<file path="src/sv/pre_pkg.sv">
`timescale 1ns / 1ps
// Shared types and constants for the PageRank edge engine.
// Depends on nothing; the core and the divider import it.
package pre_pkg;

  localparam int NODE_DEPTH = 1024;
  localparam int EDGE_DEPTH = 8192;
  localparam int NODE_AW    = $clog2(NODE_DEPTH);
  localparam int EDGE_AW    = $clog2(EDGE_DEPTH);
  localparam int NODE_CNT_W = NODE_AW + 1;
  localparam int EDGE_CNT_W = EDGE_AW + 1;
  localparam int FIELD_W    = 10;
  localparam int DEG_W      = 14;
  localparam logic [DEG_W-1:0] DEG_MAX = '1;
  localparam int RANK_W     = 32;
  localparam int Q16_W      = 16;
  localparam int STEP_W     = 16;
  localparam int PROD_W     = Q16_W + RANK_W;
  localparam int BASE_W     = Q16_W + 1;
  localparam int DIV_W      = 32;
  localparam int DSR_W      = 16;
  localparam int OP_W       = 2;
  localparam int CFG_IDX_W  = 3;
  localparam int CFG_DATA_W = 16;
  localparam logic [RANK_W-1:0] RANK_ONE = 32'h0001_0000;

  localparam logic [10:0] RST_NODE_COUNT = 11'd1024;
  localparam logic [15:0] RST_DAMPING    = 16'd55706;
  localparam logic [15:0] RST_TOLERANCE  = 16'd66;
  localparam logic [9:0]  RST_PROBE      = 10'd100;
  localparam logic [15:0] RST_MAX_STEPS  = 16'd1000;

  typedef enum logic [OP_W-1:0] {
    OP_LOAD  = 2'd0,
    OP_RUN   = 2'd1,
    OP_READ  = 2'd2,
    OP_CLEAR = 2'd3
  } op_t;

  typedef enum logic [CFG_IDX_W-1:0] {
    REG_NODE_COUNT = 3'd0,
    REG_DAMPING    = 3'd1,
    REG_TOLERANCE  = 3'd2,
    REG_PROBE      = 3'd3,
    REG_MAX_STEPS  = 3'd4
  } cfg_reg_t;

  typedef enum logic [4:0] {
    ST_CLEAR,
    ST_IDLE,
    ST_LOAD,
    ST_READ,
    ST_BASE_WAIT,
    ST_INIT,
    ST_A_RD,
    ST_A_DIV,
    ST_A_WAIT,
    ST_B_RD,
    ST_B_ADDR,
    ST_B_WR,
    ST_C_RD,
    ST_C_MUL,
    ST_C_WR,
    ST_CHK_MUL,
    ST_CHK
  } state_t;

  typedef struct packed {
    logic             start;
    logic [DIV_W-1:0] dividend;
    logic [DSR_W-1:0] divisor;
  } div_req_t;

  typedef struct packed {
    logic             done;
    logic [DIV_W-1:0] quotient;
  } div_rsp_t;

endpackage

</file>
<file path="src/sv/pre_div.sv">
`timescale 1ns / 1ps
// Restoring divider, one quotient bit per cycle, done pulses once all DIV_W bits are in.
// Depends on pre_pkg.
module pre_div (
  input  logic              clk,
  input  logic              rst_n,
  input  pre_pkg::div_req_t req,
  output pre_pkg::div_rsp_t rsp
);
  import pre_pkg::*;

  localparam int CNT_W = $clog2(DIV_W);

  logic             active_r, active_nxt;
  logic             done_r, done_nxt;
  logic [CNT_W-1:0] cnt_r, cnt_nxt;
  logic [DIV_W-1:0] dvd_r, dvd_nxt;
  logic [DSR_W-1:0] rem_r, rem_nxt;
  logic [DSR_W-1:0] dsr_r, dsr_nxt;
  logic [DSR_W:0]   shifted;
  logic             fits;

  assign shifted = {rem_r, dvd_r[DIV_W-1]};
  assign fits    = shifted >= {1'b0, dsr_r};

  always_comb begin
    active_nxt = active_r;
    done_nxt   = 1'b0;
    cnt_nxt    = cnt_r;
    dvd_nxt    = dvd_r;
    rem_nxt    = rem_r;
    dsr_nxt    = dsr_r;
    if (req.start) begin
      active_nxt = 1'b1;
      cnt_nxt    = '0;
      dvd_nxt    = req.dividend;
      rem_nxt    = '0;
      dsr_nxt    = req.divisor;
    end else if (active_r) begin
      // shift in one dividend bit, subtract when it fits
      rem_nxt = fits ? DSR_W'(shifted - {1'b0, dsr_r}) : shifted[DSR_W-1:0];
      dvd_nxt = {dvd_r[DIV_W-2:0], fits};
      cnt_nxt = cnt_r + CNT_W'(1);
      if (cnt_r == CNT_W'(DIV_W - 1)) begin
        active_nxt = 1'b0;
        done_nxt   = 1'b1;
      end
    end
  end

  always_ff @(posedge clk) begin
    if (!rst_n) begin
      active_r <= 1'b0;
      done_r   <= 1'b0;
    end else begin
      active_r <= active_nxt;
      done_r   <= done_nxt;
    end
    cnt_r <= cnt_nxt;
    dvd_r <= dvd_nxt;
    rem_r <= rem_nxt;
    dsr_r <= dsr_nxt;
  end

  assign rsp.done     = done_r;
  assign rsp.quotient = dvd_r;

endmodule
</file>
<file path="config.mk">
export PLATFORM = sky130hd
export DESIGN_NAME = pre_div
export DESIGN_NICKNAME = d
export VERILOG_FILES = /design/src/sv/pre_pkg.sv /design/src/sv/pre_div.sv
export SDC_FILE = /design/constraint.sdc
export NUM_CORES = 1
export LEC_CHECK = 0
export BUFFER_PORTS_ARGS = -buffer_cell sky130_fd_sc_hd__buf_4
export CAP_MARGIN = 20
export CORE_MARGIN = 1.5
export CORE_UTILIZATION = 40
export CTS_CLUSTER_SIZE = 30
export DETAILED_ROUTE_END_ITERATION = 10
export HOLD_SLACK_MARGIN = 0.06
export PLACE_DENSITY = 0.65
export REMOVE_ABC_BUFFERS = 1
export SETUP_SLACK_MARGIN = 0.2
export SLEW_MARGIN = 5
export SYNTH_ARGS = -nofsm -noshare
export SYNTH_HDL_FRONTEND = slang
export SYNTH_SLANG_ARGS = --single-unit
</file>
<file path="constraint.sdc">
create_clock -name clk -period 3.1 [get_ports clk]
set_input_delay 0.155 -clock clk [delete_from_list [all_inputs] [get_ports clk]]
set_output_delay 0.155 -clock clk [all_outputs]
set_load 0.02 [all_outputs]
</file>
==> out/qor.yml <==
synth_cell_type_count: 55
postSynthCellCount: 338
final_antenna_net_count: 0
coreArea_um2: 9284
gpl.final_weighted_congestion: 0.8714
cts.root.buffer_cell: "sky130_fd_sc_hd__clkbuf_8"
hp-class: "input pin to register"
critPathCaptureType: "register"
globalRouteTotalUtil: 0.1824
relSlewSlack: 0.5867
internal_power_mw: 1.822
dp_cells: 540
clk-insertion-delay-late_ns: 0.36
drt-vias-per-instance: 5.225
cts_sinks: 71
port-buffer-count: 83
floorplan.rows: 35
powerDensity_nw_per_um2: 509.6
yosys-top-cells-area: "sky130_fd_sc_hd__edfxtp_1 38%, sky130_fd_sc_hd__dfxtp_1 12%, sky130_fd_sc_hd__mux2_2 9.4%"
grt_first_pass_wirelength_um: 14470
post-synth-top-area-cell: "sky130_fd_sc_hd__edfxtp_1"
synthesis.area_per_instance_um2: 11.34
result_of_the_run: "complete, no violations"
via_count_of_the_first_global_routing_pass: 3086
synthArstFlopShare: 0
worstPathRequired_ns: 3.36
synth_top_area_share: 0.3761
critPathArrivalTime_ns: 2.91
critical_path.max_fanout: 10
diodes: 0
report.final.setup_viol: 0
worst-setup-path-type: "register to register"
yosys_register_bits: 71
fin_crit_ns: 2.657
htree_num_levels: 3
post_synth_edffs: 48
mostFrequentLayoutCells: "90 x sky130_fd_sc_hd__buf_4, 48 x sky130_fd_sc_hd__edfxtp_1, 32 x sky130_fd_sc_hd__mux2_2"
dp_hpwl_um: 6054
initial_utilization: 0.4128
setup_tns_ns: 0
worst_setup_path_start_kind: "register"
power_frac_seq: 0.452
finish.cell_count_without_fillers: 573
design.portCount: 84
switchingPower_uw: 714.4
maxClockFrequency_mhz: 376.4
dieArea_um2: 10180
routedWlPerCell_um: 15.19
drv.max_cap_violation_count: 0
multi_input_comb_area_um2: 1768
grt_remaining_overflow: 0
area_delta_synth_final_pct: 29.87
ctsResizeCount: 0
synth.yosys.warnings: 0
cts-buffers-inserted: 9
drcViolationCount: 0
clock_power_share: 0.331
fp.dieW_um: 100.9
dr.first_iter.drc_count: 118
fin_skew_ns: 0.009684
layout-drive-gt1-share: 0.3401
cts.path.max_buffers: 2
worstHoldPathCells: 2
vdd.ir_drop.worst_v: 0.0002558
post-route-period-util: 0.8570
power_frac_comb: 0.217
grt_antenna_before_repair: 0
finalWirelength_um: 8703
firstDrtPassIters: 5
layout_commonest_cell: "sky130_fd_sc_hd__buf_4"
static-leakage-power_nw: 2.057
yosys_most_used_dff: "sky130_fd_sc_hd__edfxtp_1"
hold_viol_final: 0
r2r_cells: 8
largest_net_degree_at_the_start_of_global_routing: 35
synth_seq_area_share: 0.4962
slew_viol_final: 0
die_h_um: 100.9
filler_cell_count: 840
final_net_count: 509
layout.area.seq_um2: 1902
final_cell_utilization_of_the_core: 0.5361
cts_tree: "built"
rsz_0062_raised_after_global_routing: "false"
cts.clk_slew.worst_paths_ns: 0.08
net_switching_share_of_the_total_power: 0.2816
syn-cell-area_um2: 3832
detailroute.via_count: 2994
worst-slew-pin-transition_ns: 0.6187
## cell families (layout without fill, tap and decap cells)
group	after synthesis	after routing	share of synthesized area
and+or+nand+nor	90	90	0.1156
buffers and inverters	38	144	0.04244
adders and majority gates	19	19	0.06399
muxes	34	34	0.09925
xor gates and xnor gates	13	13	0.02971
DFF	71	71	0.4962
AOI/OAI and AO/OA	73	73	0.1528
## layout make-up
class	instances	share of cell area
inverters	21	0.01584
multi-input cells	229	0.3552
well taps	129	0.03243
repair buffers	107	0.1699
flip-flops and latches	71	0.3821
clock buffers	10	0.02564
clock inverters	6	0.01885
## critical path, stage by stage (launching register included)
cell	delay, ns
sky130_fd_sc_hd__edfxtp_1	0.34
sky130_fd_sc_hd__inv_1	0.04
sky130_fd_sc_hd__ha_1	0.41
sky130_fd_sc_hd__and2_2	0.24
sky130_fd_sc_hd__nand2_1	0.10
sky130_fd_sc_hd__a2111oi_4	0.45
sky130_fd_sc_hd__o31a_1	0.51
sky130_fd_sc_hd__nor2_2	0.15
sky130_fd_sc_hd__o31ai_1	0.31
## through the flow
step / instance area, um^2 / total power, mW / setup WS, ns / hold WS (ns)
finish: 4977 / 2.537 / 0.4434 / 0.09458
global route: 4977 / 2.654 / 0.2436 / 0.08391
CTS: 4977 / 2.559 / 0.4237 / 0.07878
detailed placement: 4586 / 1.697 / 0.4442 / 0.3350
global placement: 4586 / 1.691 / 0.5056 / 0.3340
floorplan: 3749 / 1.495 / 0.5551 / 0.2229
## cell usage after synthesis (3+ instances only)
library cell,n
sky130_fd_sc_hd__buf_1,6
sky130_fd_sc_hd__ha_1,18
sky130_fd_sc_hd__o21ai_0,7
sky130_fd_sc_hd__nand3_1,13
sky130_fd_sc_hd__nand4_1,8
sky130_fd_sc_hd__nor3_1,4
sky130_fd_sc_hd__edfxtp_1,48
sky130_fd_sc_hd__and3_1,3
sky130_fd_sc_hd__xor2_1,8
sky130_fd_sc_hd__nand2_1,20
sky130_fd_sc_hd__a21o_1,5
sky130_fd_sc_hd__o211ai_1,4
sky130_fd_sc_hd__or3_1,3
sky130_fd_sc_hd__clkbuf_1,4
sky130_fd_sc_hd__o31ai_1,3
sky130_fd_sc_hd__inv_1,21
sky130_fd_sc_hd__nand2b_1,3
sky130_fd_sc_hd__nor2_1,24
sky130_fd_sc_hd__dfxtp_1,23
sky130_fd_sc_hd__a211oi_1,3
sky130_fd_sc_hd__o21ai_1,6
sky130_fd_sc_hd__a21oi_1,12
sky130_fd_sc_hd__buf_2,4
sky130_fd_sc_hd__o21a_1,3
sky130_fd_sc_hd__nor2b_1,6
sky130_fd_sc_hd__xnor2_1,5
sky130_fd_sc_hd__mux2_2,32
sky130_fd_sc_hd__a311oi_1,8
## worst paths after layout
kind | start | end | slack, ns
setup reg to reg | dsr_r[8] | rem_r[11] | 0.44
hold reg to reg | cnt_r[4] | cnt_r[4] | 0.51
setup / recovery | dsr_r[8] | rem_r[11] | 0.44
hold / removal | req[43] | dvd_r[27] | 0.09
## state kept, by name (all words and copies together) (netlist names)
signal	flops
done_r	1
rem_r	16
cnt_r	5
dsr_r	16
dvd_r	32
active_r	1
## power groups by stage
stage / Clock, mW / Sequential, mW / Combinational (mW)
final: 0.840 / 1.15 / 0.550
after global routing: 0.894 / 1.16 / 0.604
after CTS: 0.860 / 1.15 / 0.552
after detailed placement: 0 / 1.17 / 0.531
after global placement: 0 / 1.16 / 0.526
after floorplan: 0 / 1.22 / 0.277
## per-layer routing
layer / vias up / share of wire / track usage
li1: 1463 / - / -
met1: 1431 / 0.46 / 0.2280
met2: 89 / 0.45 / 0.2921
met3: 11 / 0.076 / 0.05964
met4: 0 / 0.012 / 0.07151
met5: - / 0 / 0
## timing repair
item | 4_1_cts | 5_1_grt
hold buffers | 17 | 0
hold endpoints to repair | 18 | 0
endpoints found under the setup margin | 0 | 0
setup buffers | 0 | 0
Note: power is estimated with default switching activity, not from simulation.
